**src/hdl/assert_macros.svh**
```systemverilog
// assertion helpers shared by the rtl files
`ifndef ASSERT_MACROS_SVH
`define ASSERT_MACROS_SVH

// property must hold at every clock edge outside reset
`define MWE_ASSERT(lbl, clk, rst_n, prop, msg) \
    lbl: assert property (@(posedge clk) disable iff (!rst_n) prop) else $error(msg);

// expression must never be true outside reset
`define MWE_ASSERT_NEVER(lbl, clk, rst_n, expr, msg) \
    lbl: assert property (@(posedge clk) disable iff (!rst_n) !(expr)) else $error(msg);

`endif

```
**src/hdl/mwe_pkg.sv**
```systemverilog
`timescale 1ns / 1ps

package mwe_pkg;

    localparam int ADDR_BITS_DEF = 8;
    localparam int QUEUE_DEPTH   = 2;

    // command codes on the opcode field
    localparam logic [2:0] OP_READ      = 3'd0;
    localparam logic [2:0] OP_WRITE     = 3'd1;
    localparam logic [2:0] OP_ERASE     = 3'd2;
    localparam logic [2:0] OP_WRITE_ALL = 3'd3;
    localparam logic [2:0] OP_ERASE_ALL = 3'd4;
    localparam logic [2:0] OP_ENABLE    = 3'd5;
    localparam logic [2:0] OP_DISABLE   = 3'd6;

    // 2-bit opcode sent after the start bit
    localparam logic [1:0] FOP_EXT   = 2'b00;
    localparam logic [1:0] FOP_WRITE = 2'b01;
    localparam logic [1:0] FOP_READ  = 2'b10;
    localparam logic [1:0] FOP_ERASE = 2'b11;

    // extended command codes in the top two address positions
    localparam logic [1:0] CODE_EWDS = 2'b00;
    localparam logic [1:0] CODE_WRAL = 2'b01;
    localparam logic [1:0] CODE_ERAL = 2'b10;
    localparam logic [1:0] CODE_EWEN = 2'b11;

    // one period item after classification
    typedef struct packed {
        logic       cmd_ok;
        logic       modifying;
        logic [2:0] opcode;
        logic [7:0] address;
        logic [7:0] write_data;
        logic       serial_data_in;
    } item_t;

endpackage

```
**src/hdl/mwe_front.sv**
```systemverilog
`timescale 1ns / 1ps

module mwe_front
(
    input  logic                clk,
    input  logic                rst_n,
    input  logic                item_valid,
    output logic                item_stall,
    input  logic                command_valid,
    input  logic [2:0]          opcode,
    input  logic [7:0]          address,
    input  logic [7:0]          write_data,
    input  logic                serial_data_in,
    output logic                push,
    input  logic                queue_full,
    output mwe_pkg::item_t      push_item
);

    logic           fr_valid_reg;
    logic           fr_valid_next;
    mwe_pkg::item_t fr_item_reg;
    mwe_pkg::item_t fr_item_next;
    logic           accept;

    assign item_stall = fr_valid_reg && queue_full;
    assign accept     = item_valid && !item_stall;
    assign push       = fr_valid_reg && !queue_full;
    assign push_item  = fr_item_reg;

    always_comb
    begin
        fr_item_next.cmd_ok         = command_valid && (opcode <= mwe_pkg::OP_DISABLE);
        fr_item_next.modifying      = (opcode >= mwe_pkg::OP_WRITE)
                                   && (opcode <= mwe_pkg::OP_ERASE_ALL);
        fr_item_next.opcode         = opcode;
        fr_item_next.address        = address;
        fr_item_next.write_data     = write_data;
        fr_item_next.serial_data_in = serial_data_in;
    end

    always_comb
    begin
        if (accept)
        begin
            fr_valid_next = 1'b1;
        end
        else if (push)
        begin
            fr_valid_next = 1'b0;
        end
        else
        begin
            fr_valid_next = fr_valid_reg;
        end
    end

    always_ff @(posedge clk or negedge rst_n)
    begin
        if (!rst_n)
        begin
            fr_valid_reg <= 1'b0;
        end
        else
        begin
            fr_valid_reg <= fr_valid_next;
        end
    end

    always_ff @(posedge clk)
    begin
        if (accept)
        begin
            fr_item_reg <= fr_item_next;
        end
    end

endmodule

```
**src/hdl/mwe_queue.sv**
```systemverilog
`timescale 1ns / 1ps
`include "assert_macros.svh"

module mwe_queue
(
    input  logic           clk,
    input  logic           rst_n,
    input  logic           push,
    input  mwe_pkg::item_t push_item,
    output logic           full,
    input  logic           pop,
    output logic           head_valid,
    output mwe_pkg::item_t head_item
);

    localparam int PTR_W = (mwe_pkg::QUEUE_DEPTH > 1) ? $clog2(mwe_pkg::QUEUE_DEPTH) : 1;
    localparam int CNT_W = $clog2(mwe_pkg::QUEUE_DEPTH + 1);
    localparam logic [PTR_W-1:0] PTR_LAST = PTR_W'(mwe_pkg::QUEUE_DEPTH - 1);
    localparam logic [CNT_W-1:0] CNT_FULL = CNT_W'(mwe_pkg::QUEUE_DEPTH);

    mwe_pkg::item_t   mem_reg [mwe_pkg::QUEUE_DEPTH];
    logic [PTR_W-1:0] wr_ptr_reg;
    logic [PTR_W-1:0] wr_ptr_next;
    logic [PTR_W-1:0] rd_ptr_reg;
    logic [PTR_W-1:0] rd_ptr_next;
    logic [CNT_W-1:0] count_reg;
    logic [CNT_W-1:0] count_next;

    assign full       = (count_reg == CNT_FULL);
    assign head_valid = (count_reg != '0);
    assign head_item  = mem_reg[rd_ptr_reg];

    always_comb
    begin
        wr_ptr_next = wr_ptr_reg;
        rd_ptr_next = rd_ptr_reg;
        count_next  = count_reg;
        if (push)
        begin
            wr_ptr_next = (wr_ptr_reg == PTR_LAST) ? '0 : wr_ptr_reg + PTR_W'(1);
        end
        if (pop)
        begin
            rd_ptr_next = (rd_ptr_reg == PTR_LAST) ? '0 : rd_ptr_reg + PTR_W'(1);
        end
        if (push && !pop)
        begin
            count_next = count_reg + CNT_W'(1);
        end
        else if (pop && !push)
        begin
            count_next = count_reg - CNT_W'(1);
        end
    end

    always_ff @(posedge clk or negedge rst_n)
    begin
        if (!rst_n)
        begin
            wr_ptr_reg <= '0;
            rd_ptr_reg <= '0;
            count_reg  <= '0;
        end
        else
        begin
            wr_ptr_reg <= wr_ptr_next;
            rd_ptr_reg <= rd_ptr_next;
            count_reg  <= count_next;
        end
    end

    always_ff @(posedge clk)
    begin
        if (push)
        begin
            mem_reg[wr_ptr_reg] <= push_item;
        end
    end

    `MWE_ASSERT_NEVER(a_q_no_overflow, clk, rst_n, push && full && !pop, "queue overflow")
    `MWE_ASSERT_NEVER(a_q_no_underflow, clk, rst_n, pop && !head_valid, "queue underflow")
    `MWE_ASSERT(a_q_ptr_match, clk, rst_n, (count_reg == '0) |-> (wr_ptr_reg == rd_ptr_reg), "empty queue with pointers apart")

endmodule

```
**src/hdl/mwe_seq.sv**
```systemverilog
`timescale 1ns / 1ps
`include "assert_macros.svh"

module mwe_seq
#(
    parameter int ADDR_BITS = mwe_pkg::ADDR_BITS_DEF
)
(
    input  logic           clk,
    input  logic           rst_n,
    input  logic           cfg_we,
    input  logic           cfg_wdata,
    input  logic           head_valid,
    input  mwe_pkg::item_t head_item,
    output logic           pop,
    output logic           result_valid,
    input  logic           result_stall,
    output logic           chip_select,
    output logic           serial_data_out,
    output logic           clock_pulse,
    output logic [7:0]     read_data,
    output logic           done_res,
    output logic           busy_res
);

    localparam int SW    = ADDR_BITS + 11;
    localparam int CNT_W = $clog2(ADDR_BITS + 12);

    typedef enum logic [9:0] {
        PH_IDLE      = 10'b0000000001,
        PH_SEND_EN   = 10'b0000000010,
        PH_GAP_MAIN  = 10'b0000000100,
        PH_SEND_MAIN = 10'b0000001000,
        PH_DUMMY     = 10'b0000010000,
        PH_RECV      = 10'b0000100000,
        PH_GAP_POLL  = 10'b0001000000,
        PH_POLL      = 10'b0010000000,
        PH_GAP_DIS   = 10'b0100000000,
        PH_SEND_DIS  = 10'b1000000000
    } phase_t;

    typedef struct packed {
        logic [SW-1:0]    word;
        logic [CNT_W-1:0] cnt;
    } frame_t;

    function automatic frame_t load_frame(input logic [2:0] op,
                                          input logic [ADDR_BITS-1:0] addr,
                                          input logic [7:0] data);
        frame_t               f;
        logic [1:0]           opb;
        logic [ADDR_BITS-1:0] field;
        logic                 has_data;
        opb      = mwe_pkg::FOP_EXT;
        field    = '0;
        has_data = 1'b0;
        unique case (op)
            mwe_pkg::OP_READ:
            begin
                opb   = mwe_pkg::FOP_READ;
                field = addr;
            end
            mwe_pkg::OP_WRITE:
            begin
                opb      = mwe_pkg::FOP_WRITE;
                field    = addr;
                has_data = 1'b1;
            end
            mwe_pkg::OP_ERASE:
            begin
                opb   = mwe_pkg::FOP_ERASE;
                field = addr;
            end
            mwe_pkg::OP_WRITE_ALL:
            begin
                field    = {mwe_pkg::CODE_WRAL, {(ADDR_BITS-2){1'b0}}};
                has_data = 1'b1;
            end
            mwe_pkg::OP_ERASE_ALL:
            begin
                field = {mwe_pkg::CODE_ERAL, {(ADDR_BITS-2){1'b0}}};
            end
            mwe_pkg::OP_ENABLE:
            begin
                field = {mwe_pkg::CODE_EWEN, {(ADDR_BITS-2){1'b0}}};
            end
            default:
            begin
                field = {mwe_pkg::CODE_EWDS, {(ADDR_BITS-2){1'b0}}};
            end
        endcase
        if (has_data)
        begin
            f.word = {1'b1, opb, field, data};
            f.cnt  = CNT_W'(ADDR_BITS + 11);
        end
        else
        begin
            f.word = SW'({1'b1, opb, field});
            f.cnt  = CNT_W'(ADDR_BITS + 3);
        end
        return f;
    endfunction

    logic                 auto_reg;
    phase_t               phase_reg, phase_next;
    logic [CNT_W-1:0]     cnt_reg, cnt_next, cnt_dec;
    logic [SW-1:0]        shift_reg, shift_next, shift_tap;
    logic [7:0]           rx_reg, rx_next;
    logic [2:0]           cmd_reg, cmd_next;
    logic [7:0]           data_reg, data_next;
    logic [ADDR_BITS-1:0] addr_reg, addr_next;
    logic                 sauto_reg, sauto_next;

    logic                 load;
    logic [2:0]           fr_op;
    logic [ADDR_BITS-1:0] fr_addr;
    logic [7:0]           fr_data;
    frame_t               frm;

    logic                 cs_c, sdo_c, sck_c, done_c, busy_c;
    logic                 out_valid_reg;
    logic                 cs_reg, sdo_reg, sck_reg, done_reg, busy_reg;
    logic [7:0]           rd_reg;
    logic                 step;

    // the sequencer advances one serial period whenever an item waits at the queue head and the output slot frees up
    assign step = head_valid && (!out_valid_reg || !result_stall);
    assign pop  = step;

    assign shift_tap = shift_reg >> (cnt_reg - CNT_W'(1));
    assign cnt_dec   = (cnt_reg != '0) ? cnt_reg - CNT_W'(1) : '0;

    always_comb
    begin
        phase_next = phase_reg;
        cnt_next   = cnt_reg;
        shift_next = shift_reg;
        rx_next    = rx_reg;
        cmd_next   = cmd_reg;
        data_next  = data_reg;
        addr_next  = addr_reg;
        sauto_next = sauto_reg;
        load       = 1'b0;
        fr_op      = cmd_reg;
        fr_addr    = addr_reg;
        fr_data    = data_reg;
        cs_c       = 1'b0;
        sdo_c      = 1'b0;
        sck_c      = 1'b0;
        done_c     = 1'b0;
        busy_c     = 1'b1;
        unique case (phase_reg) inside
            PH_SEND_EN, PH_SEND_MAIN, PH_SEND_DIS:
            begin
                cs_c     = 1'b1;
                sck_c    = 1'b1;
                sdo_c    = (cnt_reg != '0) ? shift_tap[0] : 1'b0;
                cnt_next = cnt_dec;
                if (cnt_dec == '0)
                begin
                    if (phase_reg == PH_SEND_EN)
                    begin
                        phase_next = PH_GAP_MAIN;
                    end
                    else if (phase_reg == PH_SEND_DIS)
                    begin
                        done_c     = 1'b1;
                        phase_next = PH_IDLE;
                    end
                    else if (cmd_reg == mwe_pkg::OP_READ)
                    begin
                        phase_next = PH_DUMMY;
                    end
                    else if ((cmd_reg >= mwe_pkg::OP_WRITE) && (cmd_reg <= mwe_pkg::OP_ERASE_ALL))
                    begin
                        phase_next = PH_GAP_POLL;
                    end
                    else
                    begin
                        done_c     = 1'b1;
                        phase_next = PH_IDLE;
                    end
                end
            end
            PH_GAP_MAIN:
            begin
                load       = 1'b1;
                phase_next = PH_SEND_MAIN;
            end
            PH_DUMMY:
            begin
                cs_c       = 1'b1;
                sck_c      = 1'b1;
                cnt_next   = CNT_W'(8);
                phase_next = PH_RECV;
            end
            PH_RECV:
            begin
                cs_c     = 1'b1;
                sck_c    = 1'b1;
                rx_next  = {rx_reg[6:0], head_item.serial_data_in};
                cnt_next = cnt_dec;
                if (cnt_dec == '0)
                begin
                    done_c     = 1'b1;
                    phase_next = PH_IDLE;
                end
            end
            PH_GAP_POLL:
            begin
                phase_next = PH_POLL;
            end
            PH_POLL:
            begin
                cs_c = 1'b1;
                // ready line high ends the internal write cycle
                if (head_item.serial_data_in)
                begin
                    if (sauto_reg)
                    begin
                        phase_next = PH_GAP_DIS;
                    end
                    else
                    begin
                        done_c     = 1'b1;
                        phase_next = PH_IDLE;
                    end
                end
            end
            PH_GAP_DIS:
            begin
                load       = 1'b1;
                fr_op      = mwe_pkg::OP_DISABLE;
                phase_next = PH_SEND_DIS;
            end
            default:
            begin
                phase_next = PH_IDLE;
                if (head_item.cmd_ok)
                begin
                    cmd_next   = head_item.opcode;
                    addr_next  = ADDR_BITS'(head_item.address);
                    data_next  = head_item.write_data;
                    sauto_next = auto_reg;
                    load       = 1'b1;
                    fr_addr    = ADDR_BITS'(head_item.address);
                    fr_data    = head_item.write_data;
                    if (head_item.modifying && auto_reg)
                    begin
                        fr_op      = mwe_pkg::OP_ENABLE;
                        phase_next = PH_SEND_EN;
                    end
                    else
                    begin
                        fr_op      = head_item.opcode;
                        phase_next = PH_SEND_MAIN;
                    end
                end
                else
                begin
                    busy_c = 1'b0;
                end
            end
        endcase
        frm = load_frame(fr_op, fr_addr, fr_data);
        if (load)
        begin
            shift_next = frm.word;
            cnt_next   = frm.cnt;
        end
    end

    always_ff @(posedge clk or negedge rst_n)
    begin
        if (!rst_n)
        begin
            auto_reg      <= 1'b1;
            phase_reg     <= PH_IDLE;
            cnt_reg       <= '0;
            shift_reg     <= '0;
            rx_reg        <= '0;
            cmd_reg       <= '0;
            data_reg      <= '0;
            addr_reg      <= '0;
            sauto_reg     <= 1'b0;
            out_valid_reg <= 1'b0;
        end
        else
        begin
            if (cfg_we)
            begin
                auto_reg <= cfg_wdata;
            end
            if (step)
            begin
                phase_reg <= phase_next;
                cnt_reg   <= cnt_next;
                shift_reg <= shift_next;
                rx_reg    <= rx_next;
                cmd_reg   <= cmd_next;
                data_reg  <= data_next;
                addr_reg  <= addr_next;
                sauto_reg <= sauto_next;
            end
            if (step)
            begin
                out_valid_reg <= 1'b1;
            end
            else if (!result_stall)
            begin
                out_valid_reg <= 1'b0;
            end
        end
    end

    always_ff @(posedge clk)
    begin
        if (step)
        begin
            cs_reg   <= cs_c;
            sdo_reg  <= sdo_c;
            sck_reg  <= sck_c;
            rd_reg   <= rx_next;
            done_reg <= done_c;
            busy_reg <= busy_c;
        end
    end

    assign result_valid    = out_valid_reg;
    assign chip_select     = cs_reg;
    assign serial_data_out = sdo_reg;
    assign clock_pulse     = sck_reg;
    assign read_data       = rd_reg;
    assign done_res        = done_reg;
    assign busy_res        = busy_reg;

    `MWE_ASSERT(a_seq_done_busy, clk, rst_n, (out_valid_reg && done_reg) |-> busy_reg, "done without busy")
    `MWE_ASSERT(a_seq_cnt_range, clk, rst_n, cnt_reg <= CNT_W'(ADDR_BITS + 11), "bit counter out of range")
    `MWE_ASSERT(a_seq_poll_hold, clk, rst_n, (step && (phase_reg == PH_POLL) && !head_item.serial_data_in) |=> (phase_reg == PH_POLL), "poll left while device busy")

endmodule

```
**src/hdl/microwire_eeprom_master.sv**
```systemverilog
`timescale 1ns / 1ps

// Microwire 93Cxx EEPROM master. Each item is one serial bit period: it carries
// an optional command plus the level sampled on the EEPROM data output, and
// returns one item with the chip select, data out and clock pulse levels for
// that period, the last read byte, and done/busy flags. One item is taken per
// clock while neither side stalls; the bit sequencer in the back end advances one
// period per clock under the same condition, and an item's result passes through
// the input register, the two-entry queue and the output register. Either side
// may stall on its own. Write and erase commands poll the ready line with no
// timeout, and with auto_write_enable set they are wrapped in EWEN and EWDS
// frames.
module microwire_eeprom_master
#(
    parameter int ADDR_BITS = mwe_pkg::ADDR_BITS_DEF
)
(
    input  logic       clk,
    input  logic       rst_n,
    input  logic       cfg_we,
    input  logic       cfg_wdata,
    input  logic       item_valid,
    output logic       item_stall,
    input  logic       command_valid,
    input  logic [2:0] opcode,
    input  logic [7:0] address,
    input  logic [7:0] write_data,
    input  logic       serial_data_in,
    output logic       result_valid,
    input  logic       result_stall,
    output logic       chip_select,
    output logic       serial_data_out,
    output logic       clock_pulse,
    output logic [7:0] read_data,
    output logic       done_res,
    output logic       busy_res
);

    logic           push;
    logic           queue_full;
    mwe_pkg::item_t push_item;
    logic           head_valid;
    mwe_pkg::item_t head_item;
    logic           pop;

    mwe_front u_front
    (
        .clk            (clk),
        .rst_n          (rst_n),
        .item_valid     (item_valid),
        .item_stall     (item_stall),
        .command_valid  (command_valid),
        .opcode         (opcode),
        .address        (address),
        .write_data     (write_data),
        .serial_data_in (serial_data_in),
        .push           (push),
        .queue_full     (queue_full),
        .push_item      (push_item)
    );

    mwe_queue u_queue
    (
        .clk        (clk),
        .rst_n      (rst_n),
        .push       (push),
        .push_item  (push_item),
        .full       (queue_full),
        .pop        (pop),
        .head_valid (head_valid),
        .head_item  (head_item)
    );

    mwe_seq #(
        .ADDR_BITS (ADDR_BITS)
    ) u_seq
    (
        .clk             (clk),
        .rst_n           (rst_n),
        .cfg_we          (cfg_we),
        .cfg_wdata       (cfg_wdata),
        .head_valid      (head_valid),
        .head_item       (head_item),
        .pop             (pop),
        .result_valid    (result_valid),
        .result_stall    (result_stall),
        .chip_select     (chip_select),
        .serial_data_out (serial_data_out),
        .clock_pulse     (clock_pulse),
        .read_data       (read_data),
        .done_res        (done_res),
        .busy_res        (busy_res)
    );

endmodule

```
**config.mk**
```make
export PLATFORM = sky130hd
export DESIGN_NAME = microwire_eeprom_master
export DESIGN_NICKNAME = d
export VERILOG_FILES = /design/src/hdl/mwe_pkg.sv /design/src/hdl/mwe_front.sv /design/src/hdl/mwe_queue.sv /design/src/hdl/mwe_seq.sv /design/src/hdl/microwire_eeprom_master.sv
export VERILOG_INCLUDE_DIRS = /design/src /design/src/hdl
export SDC_FILE = /design/constraint.sdc
export NUM_CORES = 1
export LEC_CHECK = 0
export ABC_AREA = 1
export ABC_CLOCK_PERIOD_IN_PS = 2400
export BUFFER_PORTS_ARGS = -buffer_cell sky130_fd_sc_hd__buf_2
export CORE_MARGIN = 3
export CORE_UTILIZATION = 50
export CTS_CLUSTER_DIAMETER = 200
export DETAILED_ROUTE_END_ITERATION = 10
export PLACE_DENSITY = 0.68
export REMOVE_ABC_BUFFERS = 1
export SLEW_MARGIN = 20
export SYNTH_ARGS = -nofsm -noshare
export SYNTH_HDL_FRONTEND = slang
export SYNTH_SLANG_ARGS = --single-unit
```
**constraint.sdc**
```tcl
create_clock -name clk -period 2.4 [get_ports clk]
set_input_delay 0.24 -clock clk [delete_from_list [all_inputs] [get_ports clk]]
set_output_delay 0.24 -clock clk [all_outputs]
set_load 0.02 [all_outputs]
```
# Word-level counts from Yosys, hierarchy flattened
# Memory sizes are Yosys's and may differ from the RTL's.
# Index checks and enable logic that the tools add are counted.
[word_totals]
ff_bits = 104
ramBits = 44
input_bits = 27
output_inout_bits = 15
n_memories = 1
[mem_list]
columns = ["memory", "depth", "word_bits", "read_ports", "rd_ports_with_merged_regs", "write_ports", "line_no", "rtl"]
rows = [
  ["u_queue.mem_reg", 2, 22, 1, 0, 1, "mwe_queue.sv:21", "mwe_pkg::item_t mem_reg [mwe_pkg::QUEUE_DEPTH];"],
]
[classes]
n_addsub = 5
order_cmp = 5
n_eq_ne = 19
n_shift = 1
mux = 49
bitwise_logic = 1
n_reduce_logical = 40
[ops]
columns = ["cell", "n"]
rows = [
  ["10-bit 2-to-1 mux", 7],
  ["10-bit case mux with 7 select lines", 1],
  ["8-bit 2-to-1 mux", 5],
  ["8-bit case mux with 4 select lines", 1],
  ["24-bit 2-to-1 mux", 1],
  ["1-bit 2-to-1 mux", 20],
  ["19-bit by 5-bit >> shifter with 1-bit output", 1],
  ["10-bit == test (second input constant)", 1],
  ["10-bit by 2-bit == test with 1-bit output (second input constant)", 1],
  ["10-bit by 3-bit == test with 1-bit output (second input constant)", 1],
  ["10-bit by 4-bit == test with 1-bit output (second input constant)", 1],
  ["10-bit by 5-bit == test with 1-bit output (second input constant)", 1],
  ["10-bit by 6-bit == test with 1-bit output (second input constant)", 1],
  ["10-bit by 7-bit == test with 1-bit output (second input constant)", 1],
  ["10-bit by 8-bit == test with 1-bit output (second input constant)", 1],
  ["10-bit by 9-bit == test with 1-bit output (second input constant)", 1],
  ["1-bit logical AND", 10],
  ["5-bit 2-to-1 mux", 2],
  ["5-bit case mux with 2 select lines", 1],
  ["3-bit <= comparator (second input constant)", 3],
  ["9-bit 2-to-1 mux", 1],
  ["9-bit OR reduction", 1],
  ["2-bit by 1-bit inequality test with 1-bit output (second input constant)", 4],
  ["8-bit OR reduction", 1],
  ["34 further kinds", 52],
]

# Depth between registers and ports, before layout
# Gate-level depths: netlist of the first run.
# An unclocked memory read counts as a cell.
[depth]
ltp_word = 10
mapped_depth = 15

# Modules after synthesis
# A second synthesis of the first run with hierarchy kept.
[hier_totals]
cells_unflattened = 710
hier_area_um2 = 6894.1
[modules_own_cells]
columns = ["module", "n_inst", "cells_each", "area_each_um2", "seq_area_each_um2"]
rows = [
  ["mwe_seq", 1, 576, 4341.7, 1994.4],
  ["mwe_queue", 1, 93, 1798.0, 1421.4],
  ["mwe_front", 1, 41, 754.5, 685.7],
]

# Least setup slack after synthesis of the first run
# Ideal clock, no wire load.
[synth_timing]
path_type = "reg-to-reg"
startpoint = "register u_queue.count_reg[0]"
endpoint = "memory u_queue.mem_reg[1][0] (netlist name) (enable)"
setup_time_ns = 0.402
arrival_ns = 1.711
slack_ns = 0.286
path_stages_with_launch = 5
cell_sequence = "dfrtp_1 inv_1 a21oi_1 inv_1 nor2_1"
[synth_between]
elab_chain_len = 5
[synth_rtl]
columns = ["element", "line_no", "rtl"]
rows = [
  ["start: declaration", "mwe_queue.sv:26", "logic [CNT_W-1:0] count_reg;"],
  ["start signal: assignment", "mwe_queue.sv:68", "count_reg <= count_next;"],
  ["2-bit == test", "mwe_queue.sv:29", "assign full = (count_reg == CNT_FULL);"],
  ["1-bit zero test", "mwe_front.sv:27", "assign push = fr_valid_reg && !queue_full;"],
  ["1-bit logical AND", "mwe_front.sv:27", ""],
  ["via push", "microwire_eeprom_master.sv:39", "logic push;"],
  ["1-bit 2-to-1 mux", "mwe_queue.sv:74", "if (push)"],
  ["1-bit 2-to-1 mux (not written as such)", "mwe_queue.sv:76", "mem_reg[wr_ptr_reg] <= push_item;"],
  ["end: declaration", "mwe_queue.sv:21", ""],
]
# The timed path passes the listed nets, and every way through them passes these cells.

# Final worst setup path of the first run
[layout_timing]
startpoint = "register u_seq.phase_reg[0]"
endpoint = "register u_seq.data_reg[2]"
[layout_between]
elab_chain_len = 3
elab_cells_between_ends = 11
[layout_rtl]
columns = ["element", "line_no", "rtl"]
rows = [
  ["start: declaration", "mwe_seq.sv:106", "phase_t phase_reg, phase_next;"],
  ["start signal: assignment", "mwe_seq.sv:297", "phase_reg <= phase_next;"],
  ["10-bit by 9-bit == test with 1-bit output (no line) (tied with other cells)", "--", ""],
  ["9-bit OR reduction (no line) *", "--", ""],
  ["8-bit 2-to-1 mux *", "--", ""],
  ["end signal: assignment", "mwe_seq.sv:302", "data_reg <= data_next;"],
  ["end: declaration", "mwe_seq.sv:111", "logic [7:0] data_reg, data_next;"],
]
# Every way passes the cells marked *; elsewhere a longest branch is shown, timed or not.
# A chain may end at the register's enable or synchronous reset.

==> summary.md, run 1 <==
| Metric | Value |
|---|---|
| Slew margin rel. | `44.4%` |
| Detailed placement HPWL | `9.55 mm` |
| Die W | `124 µm` |
| Max stage delay cell, worst path | `dfstp_2` |
| H-tree Lvls | `4` |
| Layout Skew | `0.00859 ns` |
| Via count | `4999` |
| ANT nets after route | `0` |
| Final setup fails | `0` |
| Register area | `4100 µm²` |
| Crit Path Max Fanout | `22` |
| RSZ-0062 raised after global routing | `no` |
| Worst setup EP type | `flop` |
| Routed WL per cell | `13.9 µm` |
| Sequential area share after synthesis | `58.9%` |
| Routability cong. | `0.888` |
| Cell Chain, Critical Path | `inv_1 > nand2_1 > nor2_4 > nand3_2 > nand2_2 > nor2_4 > nand2_4 > inv_6 > nand2_8 > nor2_8 > buf_4 > o21ai_0` |
| Crit path from | `u_seq.phase_reg[0]` |
| I/O pin count | `42` |
| Yosys warnings | `0` |
| Worst Reg-to-Reg Cells | `12` |
| Max Cap Violations | `0` |
| Buf+Inv Stages, Crit Path | `3` |
| Cells after synthesis | `725` |
| CTS Buf Count | `17` |
| Finished Layout Cells | `988` |
| Post-Syn Area | `6970 µm²` |
| WP data arrival | `2.44 ns` |
| Placed cells | `937` |
| Setup Crit Path Kind | `flop to flop` |
| Fmax | `0.467 GHz` |
| Ant diodes | `0` |
| Fin Setup TNS | `0 ns` |
| Drt first-iter violations | `385` |
| DRC Markers | `0` |
| Root Driver | `clkbuf_16` |
| Row Count | `42` |
| Synth-to-Final Area Change | `17.7%` |
| Vias/cell | `5.06` |
| RR Startpoint | `u_seq.phase_reg[0]` |
| CP top delay family | `simple AND/OR/NAND/NOR gates` |
| Fin crit share | `89.2%` |
| Vias in the first global route | `4937` |
| Post_cts resized | `0` |
| WP depth | `12` |
| P_leak | `3.72 nW` |
| Max FFs per register | `44` |
| Die ar. | `15400 µm²` |
| Max Root-Sink Buffers | `2` |
| Global-route wire length before repair | `23.6 mm` |
| Pwr/cell area | `1470 nW/µm²` |
| CP max stage delay | `0.53 ns` |
| CP dominant cell by count | `nor2_4` |
| Drt total wl | `13.8 mm` |
| Final Hold Fails | `0` |
| VDD IR-drop max | `891 µV` |
| Filler cell count in the final layout | `1143` |
| Critical Path RT | `2.70 ns` |
| Top cell type's share of synthesized area | `34.1%` |
| Core Footprint | `13500 µm²` |
| Final Core Density | `60.9%` |
| Final min period | `2.14 ns` |
| Initial antenna violation count | `0` |
| Syn_area_per_cell | `9.61 µm²` |
| Measured slew at the worst slew-check pin | `0.833 ns` |
| FF+latch count, synth | `148` |
| DR pass1 iterations | `5` |
| Status | `finished clean` |
| Largest net degree at the start of global routing | `31` |
| Crit path to | `u_seq.data_reg[2]` |
| Clock transition at the registers of the reported paths | `0.07 ns` |
| Area occupied by multi-input gates | `2440 µm²` |
| Number of port buffers | `41` |
| Yosys cell types | `48` |
| Max-slew violation count | `0` |
| R2r setup slk | `0.26 ns` |
| Critical Path Start Type | `flop` |
| Total Power | `12.0 mW` |
| Reg2reg end | `u_seq.data_reg[2]` |
| GR Util All Layers | `20.0%` |
| Initial Util | `51.8%` |
| Clock Latency Late Sink | `0.43 ns` |
| Total gr overflow | `0` |
| Largest area contributor in the netlist | `edfxtp_1` |
| Worst min path class | `input pin to flop` |
| Clock sink count | `148` |
| Share of cells above drive strength 1 | `19.5%` |
| Top cells by area, synth | `edfxtp_1, dfrtp_1, nand2_1` |
| DIE HEIGHT | `124 µm` |
| CTS tree | `yes` |
| Layout Nets | `829` |
## worst register-to-register path, cell delays in order, from the launching register on
cell     delay, ns
dfstp_2       0.53
inv_1         0.07
nand2_1       0.12
nor2_4        0.07
nand3_2       0.17
nand2_2       0.09
nor2_4        0.20
nand2_4       0.12
inv_6         0.11
nand2_8       0.10
nor2_8        0.10
buf_4         0.23
o21ai_0       0.11
## repair_timing
| action | CTS | global route |
|---|---|---|
| hold buffers | 19 | 0 |
| hold endpoints to repair | 29 | 0 |
| setup buffers | 0 | 0 |
| setup endpoints to repair | 0 | 0 |
## worst min-delay path by stage
stage	startpoint	to	slack [ns]	depth (start not counted)
after detailed placement	rst_n	u_seq.rx_reg[5]	0.15	1
after CTS	opcode[0]	u_front.push_item[17]	0.006	1
after global placement	rst_n	u_seq.rx_reg[5]	0.14	1
after global routing	opcode[0]	u_front.push_item[17]	0.01	1
after floorplan	rst_n	u_front.fr_valid_reg	-0.06	0
final	cfg_wdata	u_seq.auto_reg	0.02	3
## Yosys cell counts (all sizes together)
cell type    n
nand3       41
a211oi       1
mux2i        1
a21o         1
nand3b       1
a31oi        1
buf         15
xor2         3
inv         75
o32ai        1
dfstp        2
clkinv       1
ha           3
o22ai        2
and2         4
o211ai       7
clkbuf       5
nor3b        1
a22oi        1
dfrtp       67
nand2      235
a21boi       1
xnor2        4
or2          3
nor2        67
o21ai       76
nor3         2
o31ai        3
edfxtp      79
a21oi       22
## where the power goes
part | internal (mW) | total [mW] | leakage (nW) | switching, mW
sequential | 3.67 | 4.07 | 1.63 | 0.395
clock | 1.69 | 2.84 | 0.313 | 1.15
combinational | 1.62 | 5.10 | 1.78 | 3.49
total | 6.98 | 12.0 | 3.72 | 5.03
## cell usage in the layout, fill, tap and decap left out, types with 4 or more instances in the layout
cell	Yosys	routed
a21oi_1	18	18
and2_1	4	4
buf_2	6	41
buf_4	2	15
clkbuf_16	0	17
dfrtp_1	67	67
dlygate4sd3_1	0	19
edfxtp_1	79	79
inv_1	66	66
inv_2	8	8
inv_6	1	6
inv_8	0	5
nand2_1	214	214
nand2_2	12	12
nand2_4	7	7
nand3_1	36	36
nand3_2	4	4
nor2_1	52	52
nor2_2	8	8
nor2_4	5	5
o211ai_1	7	7
o21ai_0	64	64
o21ai_2	10	10
xnor2_1	4	4
## logic make-up (layout without fill, tap and decap cells)
| kind of cell | after synthesis | count (layout) | synth area share, % |
|---|---|---|---|
| xor gates and xnor gates | 7 | 7 | 0.880 |
| adders and majority gates | 3 | 3 | 0.539 |
| buffers and inverters | 96 | 183 | 6.05 |
| and+or+nand+nor | 354 | 354 | 23.7 |
| DFF | 148 | 148 | 58.9 |
| muxes | 1 | 1 | 0.144 |
| AOI/OAI and AO/OA | 116 | 116 | 9.81 |
## stage by stage
step	hold WS (ns)	area [µm²]	setup WS [ns]
finish	0.0175	8200	0.258
global route	0.0145	8200	0.0493
CTS	0.00599	8200	0.252
detailed placement	0.147	7370	0.271
global placement	0.142	7370	0.295
floorplan	-0.0556	6830	-0.0635
## area by class of cell
type | instances | share of cell area [%]
Clock buffer | 17 | 5.19
Clock inverter | 15 | 2.53
Inverter | 76 | 3.54
Multi-Input combinational cell | 481 | 29.8
Sequential cell | 148 | 50.0
Tap cell | 176 | 2.69
Timing Repair Buffer | 75 | 6.20
## routing by layer
| layer | global-route usage (%) | vias up | wire (µm) |
|---|---|---|---|
| met1 | 25.2 | 2306 | 6160 |
| met2 | 33.4 | 123 | 6650 |
| met3 | 5.45 | 25 | 699 |
| met5 | 0 | - | 0 |
| met4 | 6.78 | 0 | 247 |
| li1 | - | 2545 | - |
Note: power is estimated with default switching activity, not from simulation.
==> run 2, diff against run 1 <==
--- a/config.mk
+++ b/config.mk
@@ -8,12 +8,11 @@
 export LEC_CHECK = 0
 export ABC_AREA = 1
 export ABC_CLOCK_PERIOD_IN_PS = 2400
-export BUFFER_PORTS_ARGS = -buffer_cell sky130_fd_sc_hd__buf_2
 export CORE_MARGIN = 3
 export CORE_UTILIZATION = 50
 export CTS_CLUSTER_DIAMETER = 200
 export DETAILED_ROUTE_END_ITERATION = 10
-export PLACE_DENSITY = 0.68
+export DONT_BUFFER_PORTS = 1
 export REMOVE_ABC_BUFFERS = 1
 export SLEW_MARGIN = 20
 export SYNTH_ARGS = -nofsm -noshare
==> summary.md, run 2 (synthesis results as in run 1) <==
| Metric | Value |
|---|---|
| Clk pwr share | `23.4%` |
| Hold_ws | `0.00593 ns` |
| I/O pin count | `42` |
| Initial antenna violation count | `0` |
| Die ar. | `15400 µm²` |
| Worst min path class | `input pin to flop` |
| Measured slew at the worst slew-check pin | `0.459 ns` |
| Combinational fraction of design power | `41.0%` |
| Most frequent cells in the layout | `nand2_1, edfxtp_1, dfrtp_1` |
| Largest net degree at the start of global routing | `70` |
| Worst setup EP type | `flop` |
| Slew margin rel. | `68.5%` |
| Via count | `4836` |
| Routed WL per cell | `14.4 µm` |
| Number of port buffers | `0` |
| H-tree Lvls | `4` |
| Clock Latency Late Sink | `0.43 ns` |
| Post_cts resized | `0` |
| Synth-to-Final Area Change | `16.0%` |
| Vias/cell | `5.06` |
| Internal Pwr Total | `6.91 mW` |
| Clock sink count | `148` |
| Drt total wl | `13.7 mm` |
| Final Hold Fails | `0` |
| Net Switching | `4.98 mW` |
| CTS Buf Count | `17` |
| Layout Nets | `796` |
| Routability cong. | `0.868` |
| Root Driver | `clkbuf_16` |
| Clock transition at the registers of the reported paths | `0.06 ns` |
| Reg2reg end | `u_seq.shift_reg[9]` |
| Initial Util | `51.8%` |
| Die W | `124 µm` |
| P_leak | `3.59 nW` |
| Sequential Power Share | `35.6%` |
| Ant diodes | `0` |
| WP data arrival | `2.44 ns` |
| Crit path to | `u_seq.shift_reg[9]` |
| Critical Path Start Type | `flop` |
| Fin Setup TNS | `0 ns` |
| Global-route wire length before repair | `22.8 mm` |
| RSZ-0062 raised after global routing | `no` |
| Sw Share | `41.9%` |
| Worst Reg-to-Reg Cells | `11` |
| Total gr overflow | `0` |
| Final min period | `2.12 ns` |
| Max Root-Sink Buffers | `2` |
| Fmax | `0.471 GHz` |
| Status | `finished clean` |
| Critical Path RT | `2.72 ns` |
| DIE HEIGHT | `124 µm` |
| Filler cell count in the final layout | `1151` |
| ANT nets after route | `0` |
| GR Util All Layers | `19.4%` |
| Layout Skew | `0.00905 ns` |
| Crit path from | `u_seq.phase_reg[0]` |
| Crit Path Max Fanout | `14` |
| Core Footprint | `13500 µm²` |
| Final setup fails | `0` |
| R2r setup slk | `0.28 ns` |
| Drt first-iter violations | `378` |
| Max FFs per register | `44` |
| Row Count | `42` |
| Fin crit share | `88.5%` |
| Max Cap Violations | `0` |
| DR pass1 iterations | `5` |
| Max-slew violation count | `0` |
| Setup Crit Path Kind | `flop to flop` |
| Share of cells above drive strength 1 | `15.4%` |
| Pwr/cell area | `1470 nW/µm²` |
| CTS tree | `yes` |
| Vias in the first global route | `4687` |
| DRC Markers | `0` |
| RR Startpoint | `u_seq.phase_reg[0]` |
| Most common cell after layout, fill and taps aside | `nand2_1` |
| VDD IR-drop max | `753 µV` |
| Detailed placement HPWL | `9.69 mm` |
## run 2: critical path: stages, from the launching register on
cell and delay [ns]:
dfstp_2 0.54, inv_1 0.07, nand2_1 0.12, nor2_4 0.06
nand3_2 0.17, nand2_2 0.09, nor2_4 0.19, nand2_4 0.12
a21oi_4 0.31, o21ai_0 0.18, nand3_1 0.11, nand2_1 0.05
## run 2: per-layer routing
metal	GRT usage, %	vias to the layer above	part of all wire, %
li1	-	2468	-
met1	25.5	2248	46
met2	31.0	97	48
met3	4.86	23	3.6
met4	7.53	0	1.7
met5	0	-	0
## run 2: layout make-up
cell class	count	area, µm²	share of cell area (%)
flip-flops and latches	148	4100	50.8
inverters	76	290	3.59
repair buffers	42	398	4.93
multi-input cells	481	2450	30.3
clock inverters	14	190	2.35
clock buffers	18	429	5.31
well taps	176	220	2.73
## run 2: stage by stage
| step | instance area [µm²] | instances | setup slack (ns) | util (%) | power (mW) |
|---|---|---|---|---|---|
| 4_1_cts | 8080 | 955 | 0.259 | 60.0 | 12.0 |
| 5_1_grt | 8080 | 955 | 0.0388 | 60.0 | 12.8 |
| 6_report | 8080 | 955 | 0.276 | 60.0 | 11.9 |
| 2_1_floorplan | 6830 | 705 | -0.0635 | - | 7.80 |
| 3_5_place_dp | 7180 | 897 | 0.272 | 53.4 | 9.11 |
| 3_3_place_gp | 7180 | 897 | 0.327 | 53.4 | 9.00 |
## run 2: timing repair
action                                  4_1_cts  5_1_grt
buffers inserted                              0        0
endpoints found under the hold margin        93        0
endpoints found under the setup margin        0        0
hold buffers                                 26        0
## run 2: how the worst min path moves through the flow
stage                  startpoint                     to  slack, ns  cells after the start
detailed placement          rst_n        u_seq.rx_reg[6]      -0.05                      0
global route        command_valid  u_front.push_item[21]       0.01                      2
CTS                 command_valid  u_front.push_item[21]      0.005                      2
finish              command_valid  u_front.push_item[21]      0.006                      2
global placement            rst_n        u_seq.rx_reg[7]      -0.05                      0
floorplan                   rst_n   u_front.fr_valid_reg      -0.06                      0
## run 2: power groups by stage
| stage | clock [mW] | sequential [mW] | combinational (mW) |
|---|---|---|---|
| floorplan | 0 | 4.20 | 3.60 |
| global placement | 0 | 4.25 | 4.75 |
| detailed placement | 0 | 4.28 | 4.83 |
| CTS | 2.83 | 4.24 | 4.91 |
| global route | 2.93 | 4.33 | 5.54 |
| finish | 2.78 | 4.24 | 4.87 |
